===== config.mk =====
export PLATFORM = sky130hd
export DESIGN_NAME = breakpoint_match_table_flat
export DESIGN_NICKNAME = d
export VERILOG_FILES = /design/src/design/bmt_pkg.sv /design/src/design/bmt_req_if.sv /design/src/design/bmt_rsp_if.sv /design/src/design/bmt_ram.sv /design/src/design/bmt_dp.sv /design/src/design/bmt_ctl.sv /design/src/design/breakpoint_match_table.sv /design/src/flat_wrapper.sv
export SDC_FILE = /design/constraint.sdc
export NUM_CORES = 2
export LEC_CHECK = 0
export ABC_AREA = 1
export BUFFER_PORTS_ARGS = -buffer_cell sky130_fd_sc_hd__buf_2
export CORE_MARGIN = 2
export CORE_UTILIZATION = 39
export CTS_BUF_LIST = sky130_fd_sc_hd__clkbuf_16
export DETAILED_ROUTE_END_ITERATION = 10
export GPL_TIMING_DRIVEN = 0
export SYNTH_ARGS = -nofsm -noshare
export SYNTH_HDL_FRONTEND = slang
export SYNTH_HIERARCHICAL = 1
export SYNTH_SLANG_ARGS = --single-unit

===== constraint.sdc =====
create_clock -name clock -period 8.2 [get_ports clock]
set_input_delay 0.41 -clock clock [delete_from_list [all_inputs] [get_ports clock]]
set_output_delay 0.41 -clock clock [all_outputs]
set_load 0.02 [all_outputs]

===== src/design/bmt_pkg.sv =====
// Shared types and constants for the breakpoint match table.
package bmt_pkg;

   localparam int ADDR_W = 64;
   localparam int BYTE_W = 8;
   localparam int ID_W   = 8;
   localparam int SLOT_W = 4;
   localparam int OP_W   = 2;

   typedef enum logic [OP_W-1:0] {
      OP_HIT    = 2'd0,
      OP_INSERT = 2'd1,
      OP_DELETE = 2'd2,
      OP_FIND   = 2'd3
   } opcode_type;

   // controller -> datapath
   typedef struct packed {
      logic load_req;   // capture request fields, clear scan index
      logic inc_idx;    // step scan index
      logic set_idx_id; // scan index takes the request id
      logic ram_rd;     // read table entry at scan index
      logic ins_write;  // write request into entry at scan index, mark valid
      logic res_ram;    // result from entry just read, slot = scan index
      logic res_fail;   // failure result
      logic del_clear;  // clear valid bit at scan index
      logic push;       // move result into output register
   } ctl_cmd_type;

   // datapath -> controller
   typedef struct packed {
      opcode_type op;
      logic       id_ok;     // id in range and entry valid
      logic       idx_last;  // scan index at last entry
      logic       idx_valid; // entry at scan index valid
      logic       hit;       // entry just read is valid and matches probe
      logic       out_free;  // output register can take a result
   } ctl_status_type;

endpackage


===== src/design/bmt_req_if.sv =====
// Request channel: opcode, address, original byte and id with valid/ready.
interface bmt_req_if;
   logic                      valid;
   logic                      ready;
   logic [bmt_pkg::OP_W-1:0]   opcode;
   logic [bmt_pkg::ADDR_W-1:0] address;
   logic [bmt_pkg::BYTE_W-1:0] original_byte;
   logic [bmt_pkg::ID_W-1:0]   slot_id;

   modport source (output valid, opcode, address, original_byte, slot_id, input ready);
   modport sink (input valid, opcode, address, original_byte, slot_id, output ready);
endinterface


===== src/design/bmt_rsp_if.sv =====
// Response channel: ok, slot, stored byte and stored address with valid/ready.
interface bmt_rsp_if;
   logic                       valid;
   logic                       ready;
   logic                       ok;
   logic [bmt_pkg::SLOT_W-1:0] slot;
   logic [bmt_pkg::BYTE_W-1:0] stored_byte;
   logic [bmt_pkg::ADDR_W-1:0] stored_address;

   modport source (output valid, ok, slot, stored_byte, stored_address, input ready);
   modport sink (input valid, ok, slot, stored_byte, stored_address, output ready);
endinterface


===== src/design/bmt_ram.sv =====
// Generic single-write, single-read RAM with registered read data.
module bmt_ram #(
   parameter int WIDTH = 8,
   parameter int DEPTH = 16
) (
   input  logic                                      clock,
   input  logic                                      wr_en,
   input  logic [$clog2(DEPTH > 1 ? DEPTH : 2)-1:0]  wr_addr,
   input  logic [WIDTH-1:0]                          wr_data,
   input  logic                                      rd_en,
   input  logic [$clog2(DEPTH > 1 ? DEPTH : 2)-1:0]  rd_addr,
   output logic [WIDTH-1:0]                          rd_data
);
   logic [WIDTH-1:0] mem [DEPTH];
   logic [WIDTH-1:0] rd_data_ff;

   always_ff @(posedge clock) begin
      if (wr_en) begin
         mem[wr_addr] <= wr_data;
      end
      if (rd_en) begin
         rd_data_ff <= mem[rd_addr];
      end
   end

   assign rd_data = rd_data_ff;
endmodule


===== src/design/bmt_dp.sv =====
// Datapath: request registers, valid bits, entry RAM, comparator, result registers.
module bmt_dp #(
   parameter int TABLE_ENTRIES = 16
) (
   input  logic                                clock,
   input  logic                                reset,
   input  logic                                csr_wr_en,
   input  logic [bmt_pkg::ADDR_W-1:0]          csr_wr_data,
   input  logic [bmt_pkg::OP_W-1:0]            req_opcode,
   input  logic [bmt_pkg::ADDR_W-1:0]          req_address,
   input  logic [bmt_pkg::BYTE_W-1:0]          req_original_byte,
   input  logic [bmt_pkg::ID_W-1:0]            req_slot_id,
   input  bmt_pkg::ctl_cmd_type                cmd,
   output bmt_pkg::ctl_status_type             status,
   output logic                                rsp_valid,
   input  logic                                rsp_ready,
   output logic                                rsp_ok,
   output logic [bmt_pkg::SLOT_W-1:0]          rsp_slot,
   output logic [bmt_pkg::BYTE_W-1:0]          rsp_stored_byte,
   output logic [bmt_pkg::ADDR_W-1:0]          rsp_stored_address
);
   localparam int IDX_W   = (TABLE_ENTRIES > 1) ? $clog2(TABLE_ENTRIES) : 1;
   localparam int ENTRY_W = bmt_pkg::ADDR_W + bmt_pkg::BYTE_W;

   // configuration
   logic [bmt_pkg::ADDR_W-1:0] base_ff, base_in;

   // captured request
   bmt_pkg::opcode_type        op_ff;
   logic [bmt_pkg::ADDR_W-1:0] addr_ff;
   logic [bmt_pkg::BYTE_W-1:0] byte_ff;
   logic [bmt_pkg::ID_W-1:0]   id_ff;

   logic [IDX_W-1:0]         idx_ff, idx_in;
   logic [TABLE_ENTRIES-1:0] valid_ff, valid_in;

   // result staging and output register
   logic                       res_ok_ff;
   logic [bmt_pkg::SLOT_W-1:0] res_slot_ff;
   logic [bmt_pkg::BYTE_W-1:0] res_byte_ff;
   logic [bmt_pkg::ADDR_W-1:0] res_addr_ff;
   logic                       out_valid_ff, out_valid_in;
   logic                       out_ok_ff;
   logic [bmt_pkg::SLOT_W-1:0] out_slot_ff;
   logic [bmt_pkg::BYTE_W-1:0] out_byte_ff;
   logic [bmt_pkg::ADDR_W-1:0] out_addr_ff;

   logic [ENTRY_W-1:0]         ram_rd_data;
   logic [ENTRY_W-1:0]         ram_wr_data;
   logic [bmt_pkg::ADDR_W-1:0] ent_addr;
   logic [bmt_pkg::BYTE_W-1:0] ent_byte;
   logic [bmt_pkg::ADDR_W-1:0] ent_sum;
   logic [IDX_W+bmt_pkg::SLOT_W-1:0] idx_ext;
   logic [bmt_pkg::SLOT_W-1:0] idx_slot;
   logic                       id_in_range;
   logic [IDX_W-1:0]           id_idx;

   assign ram_wr_data = {addr_ff, byte_ff};
   assign ent_addr    = ram_rd_data[ENTRY_W-1 -: bmt_pkg::ADDR_W];
   assign ent_byte    = ram_rd_data[bmt_pkg::BYTE_W-1:0];
   assign ent_sum     = ent_addr + base_ff;
   assign idx_ext     = {{bmt_pkg::SLOT_W{1'b0}}, idx_ff};
   assign idx_slot    = idx_ext[bmt_pkg::SLOT_W-1:0];
   assign id_in_range = {1'b0, id_ff} < (bmt_pkg::ID_W+1)'(TABLE_ENTRIES);
   assign id_idx      = id_ff[IDX_W-1:0];

   bmt_ram #(
      .WIDTH (ENTRY_W),
      .DEPTH (TABLE_ENTRIES)
   ) u_ram (
      .clock   (clock),
      .wr_en   (cmd.ins_write),
      .wr_addr (idx_ff),
      .wr_data (ram_wr_data),
      .rd_en   (cmd.ram_rd),
      .rd_addr (idx_ff),
      .rd_data (ram_rd_data)
   );

   always_comb begin
      base_in = csr_wr_en ? csr_wr_data : base_ff;

      idx_in = idx_ff;
      if (cmd.load_req) begin
         idx_in = '0;
      end else if (cmd.set_idx_id) begin
         idx_in = id_idx;
      end else if (cmd.inc_idx) begin
         idx_in = idx_ff + IDX_W'(1);
      end

      valid_in = valid_ff;
      if (cmd.ins_write) begin
         valid_in[idx_ff] = 1'b1;
      end
      if (cmd.del_clear) begin
         valid_in[idx_ff] = 1'b0;
      end

      out_valid_in = out_valid_ff;
      if (cmd.push) begin
         out_valid_in = 1'b1;
      end else if (rsp_ready) begin
         out_valid_in = 1'b0;
      end
   end

   always_ff @(posedge clock) begin
      if (reset) begin
         base_ff      <= '0;
         idx_ff       <= '0;
         valid_ff     <= '0;
         out_valid_ff <= 1'b0;
      end else begin
         base_ff      <= base_in;
         idx_ff       <= idx_in;
         valid_ff     <= valid_in;
         out_valid_ff <= out_valid_in;
      end
   end

   always_ff @(posedge clock) begin
      if (cmd.load_req) begin
         op_ff   <= bmt_pkg::opcode_type'(req_opcode);
         addr_ff <= req_address;
         byte_ff <= req_original_byte;
         id_ff   <= req_slot_id;
      end
      if (cmd.res_fail) begin
         res_ok_ff   <= 1'b0;
         res_slot_ff <= '0;
         res_byte_ff <= '0;
         res_addr_ff <= '0;
      end else if (cmd.res_ram) begin
         res_ok_ff   <= 1'b1;
         res_slot_ff <= idx_slot;
         res_byte_ff <= ent_byte;
         res_addr_ff <= ent_addr;
      end else if (cmd.ins_write) begin
         res_ok_ff   <= 1'b1;
         res_slot_ff <= idx_slot;
         res_byte_ff <= byte_ff;
         res_addr_ff <= addr_ff;
      end
      if (cmd.push) begin
         out_ok_ff   <= res_ok_ff;
         out_slot_ff <= res_slot_ff;
         out_byte_ff <= res_byte_ff;
         out_addr_ff <= res_addr_ff;
      end
   end

   assign status.op        = op_ff;
   assign status.id_ok     = id_in_range && valid_ff[id_idx];
   assign status.idx_last  = (idx_ff == IDX_W'(TABLE_ENTRIES - 1));
   assign status.idx_valid = valid_ff[idx_ff];
   assign status.hit       = valid_ff[idx_ff] && (ent_sum == addr_ff);
   assign status.out_free  = !out_valid_ff || rsp_ready;

   assign rsp_valid          = out_valid_ff;
   assign rsp_ok             = out_ok_ff;
   assign rsp_slot           = out_slot_ff;
   assign rsp_stored_byte    = out_byte_ff;
   assign rsp_stored_address = out_addr_ff;
endmodule


===== src/design/bmt_ctl.sv =====
// Controller: sequences one transaction at a time over the datapath.
module bmt_ctl (
   input  logic                    clock,
   input  logic                    reset,
   input  logic                    req_valid,
   output logic                    req_ready,
   output bmt_pkg::ctl_cmd_type    cmd,
   input  bmt_pkg::ctl_status_type status
);
   typedef enum logic [2:0] {
      S_IDLE,
      S_DISPATCH,
      S_HIT_RD,
      S_HIT_CMP,
      S_INS,
      S_ID_RD,
      S_ID_DATA,
      S_RESP
   } state_type;

   state_type state_ff, state_in;

   always_comb begin
      state_in  = state_ff;
      cmd       = '0;
      req_ready = 1'b0;
      case (state_ff)
         S_IDLE: begin
            req_ready = 1'b1;
            if (req_valid) begin
               cmd.load_req = 1'b1;
               state_in     = S_DISPATCH;
            end
         end
         S_DISPATCH: begin
            case (status.op)
               bmt_pkg::OP_HIT:    state_in = S_HIT_RD;
               bmt_pkg::OP_INSERT: state_in = S_INS;
               default: begin
                  if (status.id_ok) begin
                     cmd.set_idx_id = 1'b1;
                     state_in       = S_ID_RD;
                  end else begin
                     cmd.res_fail = 1'b1;
                     state_in     = S_RESP;
                  end
               end
            endcase
         end
         S_HIT_RD: begin
            cmd.ram_rd = 1'b1;
            state_in   = S_HIT_CMP;
         end
         S_HIT_CMP: begin
            if (status.hit) begin
               cmd.res_ram = 1'b1;
               state_in    = S_RESP;
            end else if (status.idx_last) begin
               cmd.res_fail = 1'b1;
               state_in     = S_RESP;
            end else begin
               cmd.inc_idx = 1'b1;
               state_in    = S_HIT_RD;
            end
         end
         S_INS: begin
            if (!status.idx_valid) begin
               cmd.ins_write = 1'b1;
               state_in      = S_RESP;
            end else if (status.idx_last) begin
               cmd.res_fail = 1'b1;
               state_in     = S_RESP;
            end else begin
               cmd.inc_idx = 1'b1;
            end
         end
         S_ID_RD: begin
            cmd.ram_rd = 1'b1;
            state_in   = S_ID_DATA;
         end
         S_ID_DATA: begin
            cmd.res_ram   = 1'b1;
            cmd.del_clear = (status.op == bmt_pkg::OP_DELETE);
            state_in      = S_RESP;
         end
         S_RESP: begin
            if (status.out_free) begin
               cmd.push = 1'b1;
               state_in = S_IDLE;
            end
         end
         default: state_in = S_IDLE;
      endcase
   end

   always_ff @(posedge clock) begin
      if (reset) begin
         state_ff <= S_IDLE;
      end else begin
         state_ff <= state_in;
      end
   end
endmodule


===== src/design/breakpoint_match_table.sv =====
// Top level of the breakpoint match table.
//
// A table of TABLE_ENTRIES breakpoint slots (1..256), each a valid bit plus a
// stored 64-bit address and saved original byte. Request opcodes: hit check
// (0) compares stored address + base_offset (wrapping mod 2^64) with the probe
// and reports the lowest matching slot; insert (1) fills the lowest free slot;
// delete (2) clears a valid slot by id; find (3) reports whether an id is
// valid. Every transaction returns exactly one response; on failure ok, slot,
// stored_byte and stored_address are all 0. Delete reports the contents the
// slot held before it was cleared. The slot field carries the low 4 bits of
// the slot index. One transaction is in flight at a time. Addresses and bytes
// live in a single-port-read RAM and the table is scanned one slot per step:
// a hit check does one RAM read plus one add-and-compare per slot, up to
// TABLE_ENTRIES slots; an insert checks one valid bit per cycle; delete and
// find read only the slot named by the id, none if it is out of range or not
// valid. The response waits in an output register, so a new request is accepted
// while the previous response is still pending on rsp_if. base_offset is
// written through csr_wr_en/csr_wr_data; the user must do so only while the
// block is idle, which the block itself does not enforce; it resets to 0. Reset
// is synchronous and active high; all slots come out of reset free.
module breakpoint_match_table #(
   parameter int TABLE_ENTRIES = 16
) (
   input  logic                        clock,
   input  logic                        reset,
   input  logic                        csr_wr_en,
   input  logic [bmt_pkg::ADDR_W-1:0]  csr_wr_data,
   bmt_req_if.sink                     req_if,
   bmt_rsp_if.source                   rsp_if
);
   bmt_pkg::ctl_cmd_type    cmd;
   bmt_pkg::ctl_status_type status;

   // sequencing: accept, dispatch, scan, respond
   bmt_ctl u_ctl (
      .clock     (clock),
      .reset     (reset),
      .req_valid (req_if.valid),
      .req_ready (req_if.ready),
      .cmd       (cmd),
      .status    (status)
   );

   // table storage, comparator and response registers
   bmt_dp #(
      .TABLE_ENTRIES (TABLE_ENTRIES)
   ) u_dp (
      .clock              (clock),
      .reset              (reset),
      .csr_wr_en          (csr_wr_en),
      .csr_wr_data        (csr_wr_data),
      .req_opcode         (req_if.opcode),
      .req_address        (req_if.address),
      .req_original_byte  (req_if.original_byte),
      .req_slot_id        (req_if.slot_id),
      .cmd                (cmd),
      .status             (status),
      .rsp_valid          (rsp_if.valid),
      .rsp_ready          (rsp_if.ready),
      .rsp_ok             (rsp_if.ok),
      .rsp_slot           (rsp_if.slot),
      .rsp_stored_byte    (rsp_if.stored_byte),
      .rsp_stored_address (rsp_if.stored_address)
   );
endmodule


===== src/flat_wrapper.sv =====
// flat-port wrapper written by rule: the top's interface ports become plain ports
module breakpoint_match_table_flat 
#(
   parameter int TABLE_ENTRIES = 16
)
  (clock, reset, csr_wr_en, csr_wr_data, req_if_valid, req_if_opcode, req_if_address, req_if_original_byte, req_if_slot_id, req_if_ready, rsp_if_valid, rsp_if_ok, rsp_if_slot, rsp_if_stored_byte, rsp_if_stored_address, rsp_if_ready);
  bmt_req_if req_if_i ();
  bmt_rsp_if rsp_if_i ();
  input  logic clock;
  input  logic reset;
  input  logic csr_wr_en;
  input  logic [bmt_pkg::ADDR_W-1:0] csr_wr_data;
  input wire logic [$bits(req_if_i.valid)-1:0] req_if_valid;
  input wire logic [$bits(req_if_i.opcode)-1:0] req_if_opcode;
  input wire logic [$bits(req_if_i.address)-1:0] req_if_address;
  input wire logic [$bits(req_if_i.original_byte)-1:0] req_if_original_byte;
  input wire logic [$bits(req_if_i.slot_id)-1:0] req_if_slot_id;
  output wire logic [$bits(req_if_i.ready)-1:0] req_if_ready;
  output wire logic [$bits(rsp_if_i.valid)-1:0] rsp_if_valid;
  output wire logic [$bits(rsp_if_i.ok)-1:0] rsp_if_ok;
  output wire logic [$bits(rsp_if_i.slot)-1:0] rsp_if_slot;
  output wire logic [$bits(rsp_if_i.stored_byte)-1:0] rsp_if_stored_byte;
  output wire logic [$bits(rsp_if_i.stored_address)-1:0] rsp_if_stored_address;
  input wire logic [$bits(rsp_if_i.ready)-1:0] rsp_if_ready;
  assign req_if_i.valid = req_if_valid;
  assign req_if_i.opcode = req_if_opcode;
  assign req_if_i.address = req_if_address;
  assign req_if_i.original_byte = req_if_original_byte;
  assign req_if_i.slot_id = req_if_slot_id;
  assign req_if_ready = req_if_i.ready;
  assign rsp_if_valid = rsp_if_i.valid;
  assign rsp_if_ok = rsp_if_i.ok;
  assign rsp_if_slot = rsp_if_i.slot;
  assign rsp_if_stored_byte = rsp_if_i.stored_byte;
  assign rsp_if_stored_address = rsp_if_i.stored_address;
  assign rsp_if_i.ready = rsp_if_ready;
  breakpoint_match_table #(.TABLE_ENTRIES(TABLE_ENTRIES)) u_core (.clock(clock), .reset(reset), .csr_wr_en(csr_wr_en), .csr_wr_data(csr_wr_data), .req_if(req_if_i), .rsp_if(rsp_if_i));
endmodule

; ---- Word-level counts from Yosys, hierarchy flattened
; Memories as Yosys holds them, arrays and structs flattened. A register that Yosys moved wholly into a read port is not among the register bits.
; Index checks and enable logic that the tools add are counted.
[op_classes]
eq_ne = 14
div_mod_pow = 0
shifts = 0
bitwise = 3
reduce_logical = 14
order_cmp = 4
n_mux = 55
multipliers = 0
add_sub_neg = 2
[ops]
columns = cell, count
row1 = $mux W64, 2
row2 = $add A64 B64 Y64, 1
row3 = $eq A64 B64 Y1, 1
row4 = $mux W16, 2
row5 = $mux W1, 30
row6 = $pmux W3 S8, 1
row7 = $mux W3, 6
row8 = $and A16 B16 Y16, 1
row9 = $mux W4, 4
row10 = $mux W8, 2
row11 = $not A16 Y16, 1
row12 = $or A16 B16 Y16, 1
row13 = $eq A3 B3 Y1 const B, 4
row14 = $lt A4 B5 Y1 const B, 2
row15 = $bmux W1 S4, 2
row16 = $lt A8 B5 Y1 const B, 1
row17 = $eq A3 B2 Y1 const B, 2
row18 = $pmux W3 S2, 1
row19 = $reduce_bool A2 Y1, 3
row20 = $reduce_or A2 Y1, 3
row21 = $add A4 B1 Y4 const B, 1
row22 = $demux W1 S4, 1
row23 = $eq A4 B4 Y1 const B, 1
row24 = $ge A4 B1 Y1 const B, 1
row25 = 15 further kinds, 18
[word_totals]
mem_count = 1
elab_cells = 110
mem_bits_ro = 0
ram_bits = 1152
regBits = 324
out_inout_bits = 79
latch_bits = 0
[memory_table]
columns = memory, words, word_bits, read_ports, rd_clocked_by_memory_dff, wr, line_no
row1 = u_core.u_dp.u_ram.mem, 16, 72, 1, 1, 1, bmt_ram.sv:14  ; logic [WIDTH-1:0] mem [DEPTH];

; ---- Longest topological paths before layout
[logic_depth]
ltp_word = 8
ltp_mapped = 29

; ---- By module
; Netlist, hierarchy kept.
[by_module_without_submodules]
columns = mod, instances, cells_per_inst, area_per_inst_um2, seq_area_each_um2
row1 = bmt_ram, 1, 4731, 51429.3, 36755.3
row2 = bmt_dp, 1, 2487, 18024.8, 8017.7
row3 = bmt_ctl, 1, 65, 379.1, 60.1

; ---- Worst setup path before layout
; No wires, ideal clock.
[synth_timing]
path_type = flip-flop to flip-flop
start = register u_core.u_dp.idx_ff[0]
end = memory u_core/u_dp/u_ram/mem[12][0] (netlist name), enable pin
t_arrival_ns = 4.463
stages_incl_launch_ff = 10
setup_slack_ns = 3.234
required_time_ns = 7.697
path_buffers = 1
path_cell_list = dfxtp_1 -> buf_2 -> nand2_1 -> nand3_1 -> o21ai_0 -> nand2_1 -> nand4_1 -> nor2_1 -> nand3_1 -> nor2_1
[synth_rtl]
columns = element, line_no
row1 = start: declaration, bmt_dp.sv:34  ; logic [IDX_W-1:0] idx_ff, idx_in;
row2 = start signal: assignment, bmt_dp.sv:116  ; idx_ff <= idx_in;
row3 = end: declaration, bmt_ram.sv:14

==> impl_metrics.csv <==
group,metric,value,unit
drt,drt_wl_total,240600,um
timing,relSlewSlack,4.559,%
floorplan,fp-row-count,155,
clock_tree,cts-buffers-inserted,163,
final_layout,final_nets,8102,
final_layout,drive_above_1_share,9.673,%
logic_synthesis,synthAdderAreaFrac,1.229,%
clock_tree,clk_pin_slew,0.06,ns
grt,antenna_found_initial,10,
drt,wl_per_cell,23.17,um
clock_tree,cts_buffer_depth,3,
timing,finalCritPeriodShare,73.02,%
timing,clock_skew,0.03073,ns
final_layout,n_fill_cell,16530,
logic_synthesis,synth_edf_count,1383,
logic_synthesis,synth-seq-cells,1548,
power,power.switching,7.290,mW
drt,drc,0,
timing,tightest_slew,1.432,ns
grt,grt.overflow.total,0,
placement,dp_hpwl,172000,um
grt,first_global_vias,49880,
worst_setup_path,crit_type,"reg -> reg",
worst_setup_path,startpoint_type,"flip-flop",
logic_synthesis,synth_mux_area_share,0,%
placement,place.gp.congestion,0.9261,
power,share_comb_of_total_power,20.2,%
clock_tree,htreeDepth,4,
placement,dp_slack,2.240,ns
clock_tree,cts.sinks,1548,
floorplan,die_h,427.2,um
timing,hold_viol,0,
logic_synthesis,synth_top_family_by_area,"simple AND/OR/NAND/NOR gates",
worst_setup_path,end_kind,"flip-flop",
logic_synthesis,synth_xor_area_share,0.8743,%
timing,worst_hold_slack,0.07527,ns
logic_synthesis,synthArstFlopShare,0,%
grt,grt_max_degree,28,
min_path,hp-class,"in -> reg",
worst_setup_path,cp.required,8.96,ns
timing,fin_crit,5.988,ns
logic_synthesis,yosys_warnings,6,
drt,drtIter0Drc,6375,
floorplan,die_area,182500,um2
logic_synthesis,synth.distinct_cells,47,
drt,vias,53220,
grt,grt.total_usage,26.01,%
timing,finalMaxSlewViolations,0,
flow_run,drv_cap,0,
worst_setup_path,critical_path_peak_fanout,10,
placement,port_buffers,228,
floorplan,io-pin-count,230,
logic_synthesis,yosys.area_share.simple,22.65,%
logic_synthesis,syn_nets,7502,
power,power,22.42,mW
grt,grt_pass1_wl,340800,um
floorplan,core_area,178200,um2
floorplan,start_util,39.18,%
timing,setup_viol_count_final,0,
logic_synthesis,ys_seq_area_share,64.20,%
logic_synthesis,syn_avg_cell_area,9.589,um2
timing,rsz0062_at_grt,"no",
worst_setup_path,r2r_slack,2.21,ns
drt,firstDrtPassIters,8,
logic_synthesis,syn_area,69830,um2
power,ir_drop,0.0002025,V
logic_synthesis,synthFlopType,"edfxtp_1",
drt,via_per_inst,5.125,
power,p_sw_share,32.52,%
timing,tns,0,ns
run_status,status,"finished clean",
floorplan,dieWidth,427.2,um
power,p_seq_share,47.6,%
clock_tree,post_cts_buffers,0,
power,power_leakage,35.67,nW
power,power_density,273.3,nW/um2
timing,setup_ws,2.212,ns
final_layout,area_growth,17.44,%
logic_synthesis,synth-compound-area-share,2.098,%
logic_synthesis,syn-instance-count,7283,
power,cell_internal_pwr,15.13,mW
timing,fmax,0.1670,GHz
clock_tree,tritoncts,"built",
power,p_clk_share,32.2,%
clock_tree,clock_latency,0.83,ns
drt,antenna_left,0,
worst_setup_path,arrival,6.74,ns
clock_tree,cts-root-buf,"clkbuf_16",
==> cells in the mapped netlist, types with 18 or more instances <==
master / count / area (um2)
nand2_1: 2290 / 8596
dfxtp_1: 165 / 3303
inv_1: 1232 / 4624
a21oi_1: 89 / 445.4
edfxtp_1: 1383 / 41530
nand4_1: 25 / 156.4
ha_1: 67 / 838.3
xor2_1: 44 / 385.4
clkbuf_1: 83 / 311.6
buf_6: 18 / 202.7
xnor2_1: 23 / 201.4
o21ai_0: 131 / 655.6
buf_1: 25 / 93.84
buf_2: 147 / 735.7
buf_4: 32 / 240.2
nand3_1: 1085 / 5430
nor2_1: 330 / 1239
==> power groups by stage <==
stage               logic, mW  clock network [mW]  registers [mW]
floorplan                2.78                   0            10.2
global placement         4.24                   0            10.9
detailed placement       4.41                   0            10.8
CTS                      4.49                7.35            10.6
global route             4.95                7.67            10.7
finish                   4.53                7.23            10.7
==> kinds of logic (layout without fill, tap and decap cells) <==
family,Yosys count,count (layout)
AOI/OAI and AO/OA,268,268
xor gates and xnor gates,68,68
adders and majority gates,68,68
buffers and inverters,1546,2285
DFF,1548,1548
other,0,8
and+or+nand+nor,3785,3785
==> state kept, by name (all words and copies together) (netlist names) <==
name                            flops
u_core/u_dp/valid_ff               16
u_core/u_dp/idx_ff                  4
u_core/u_dp/op_ff                   2
u_core/u_dp/res_addr_ff            64
u_core/u_dp/rsp_stored_address     64
u_core/u_dp/res_ok_ff               1
u_core/u_ctl/state_ff               3
u_core/u_dp/u_ram/mem            1152
u_core/u_dp/rsp_slot                4
u_core/u_dp/id_ff                   8
u_core/u_dp/rsp_ok                  1
u_core/u_dp/byte_ff                 8
u_core/u_dp/rsp_stored_byte         8
u_core/u_dp/rsp_valid               1
u_core/u_dp/u_ram/rd_data          72
u_core/u_dp/res_byte_ff             8
u_core/u_dp/res_slot_ff             4
u_core/u_dp/addr_ff                64
u_core/u_dp/base_ff                64
==> metal layers <==
| metal | wire length (um) | share of wire, % | vias up | track usage [%] |
|---|---|---|---|---|
| met5 | 26 | 0.011 | - | 0 |
| met4 | 10480 | 4.4 | 4 | 10.82 |
| met2 | 112700 | 47 | 2380 | 42.43 |
| li1 | - | - | 24740 | - |
| met3 | 20360 | 8.5 | 433 | 4.758 |
| met1 | 97010 | 40 | 25670 | 34.10 |
==> stage by stage <==
stage	cell area, um2	cells	utilization [%]
after CTS	81980	10380	46.00
after global routing	81990	10380	46.01
after floorplan	69830	7283	-
after detailed placement	75290	9924	42.25
final	82010	10390	46.02
after global placement	73920	9866	41.48
==> cell usage in the layout, fill, tap and decap left out, types with 22 or more instances in the layout <==
cell type,Yosys,routed
buf_12,0,51
clkinv_2,0,34
nor2_4,3,22
edfxtp_1,1383,1383
clkinv_1,1,38
a21oi_1,89,89
buf_1,25,25
xnor2_1,23,23
clkbuf_1,83,81
nand3_1,1085,1085
inv_1,1232,1265
buf_2,147,375
xor2_1,44,44
clkbuf_16,0,168
nand2_1,2290,2290
ha_1,67,67
nand4_1,25,25
o21ai_0,131,131
buf_4,32,32
dlygate4sd3_1,0,148
dfxtp_1,165,165
nor2_1,330,311
==> critical path: stages (launching register included) <==
cell and delay [ns]:
edfxtp_1 0.54, ha_1 0.29, fa_1 0.46, nand3_2 0.14
nor2_2 0.07, nand2_1 0.11, nand3_2 0.16, nand2_2 0.11
nand2_2 0.09, nand2_1 0.07, nand2_1 0.08, nor2_1 0.28
nor2_1 0.09, nand2_1 0.11, nor2_1 0.07, nand2_1 0.11
nor2_1 0.05, nand3_1 0.10, nor2_1 0.10, inv_1 0.07
o21ai_0 0.13, clkbuf_2 0.54, nor2_4 0.88, clkbuf_1 0.85
nand2_1 0.12, o211ai_1 0.14, nand2_1 0.07, inv_1 0.07
==> what timing repair did <==
item                                   CTS  global route
resized for setup                        0             0
endpoints found under the hold margin  150             0
setup endpoints to repair                0             0
hold buffers                           148             0
==> final cells by class <==
| type | count | area [um2] | area share, % |
|---|---|---|---|
| antenna | 8 | 20.02 | 0.02441 |
| buffer | 305 | 1587 | 1.934 |
| clock buffer | 168 | 4204 | 5.126 |
| clock inverter | 136 | 1001 | 1.220 |
| inverter | 1241 | 4668 | 5.692 |
| multi-input combinational | 4189 | 18900 | 23.05 |
| sequential | 1548 | 44830 | 54.66 |
| tap | 2355 | 2947 | 3.593 |
| timing repair buffer | 435 | 3851 | 4.696 |
==> path summary, 6_finish.rpt <==
check	to	start	depth (start not counted)
max	u_core/u_dp/res_addr_ff[4]	u_core/u_dp/u_ram/rd_data[8]	27
min	u_core/u_ctl/state_ff[0]	req_if_valid	5
max reg2reg	u_core/u_dp/res_addr_ff[4]	u_core/u_dp/u_ram/rd_data[8]	27
min reg2reg	u_core/u_dp/rsp_stored_address[32]	u_core/u_dp/res_addr_ff[32]	0
Power figures use the tool's default switching activity.
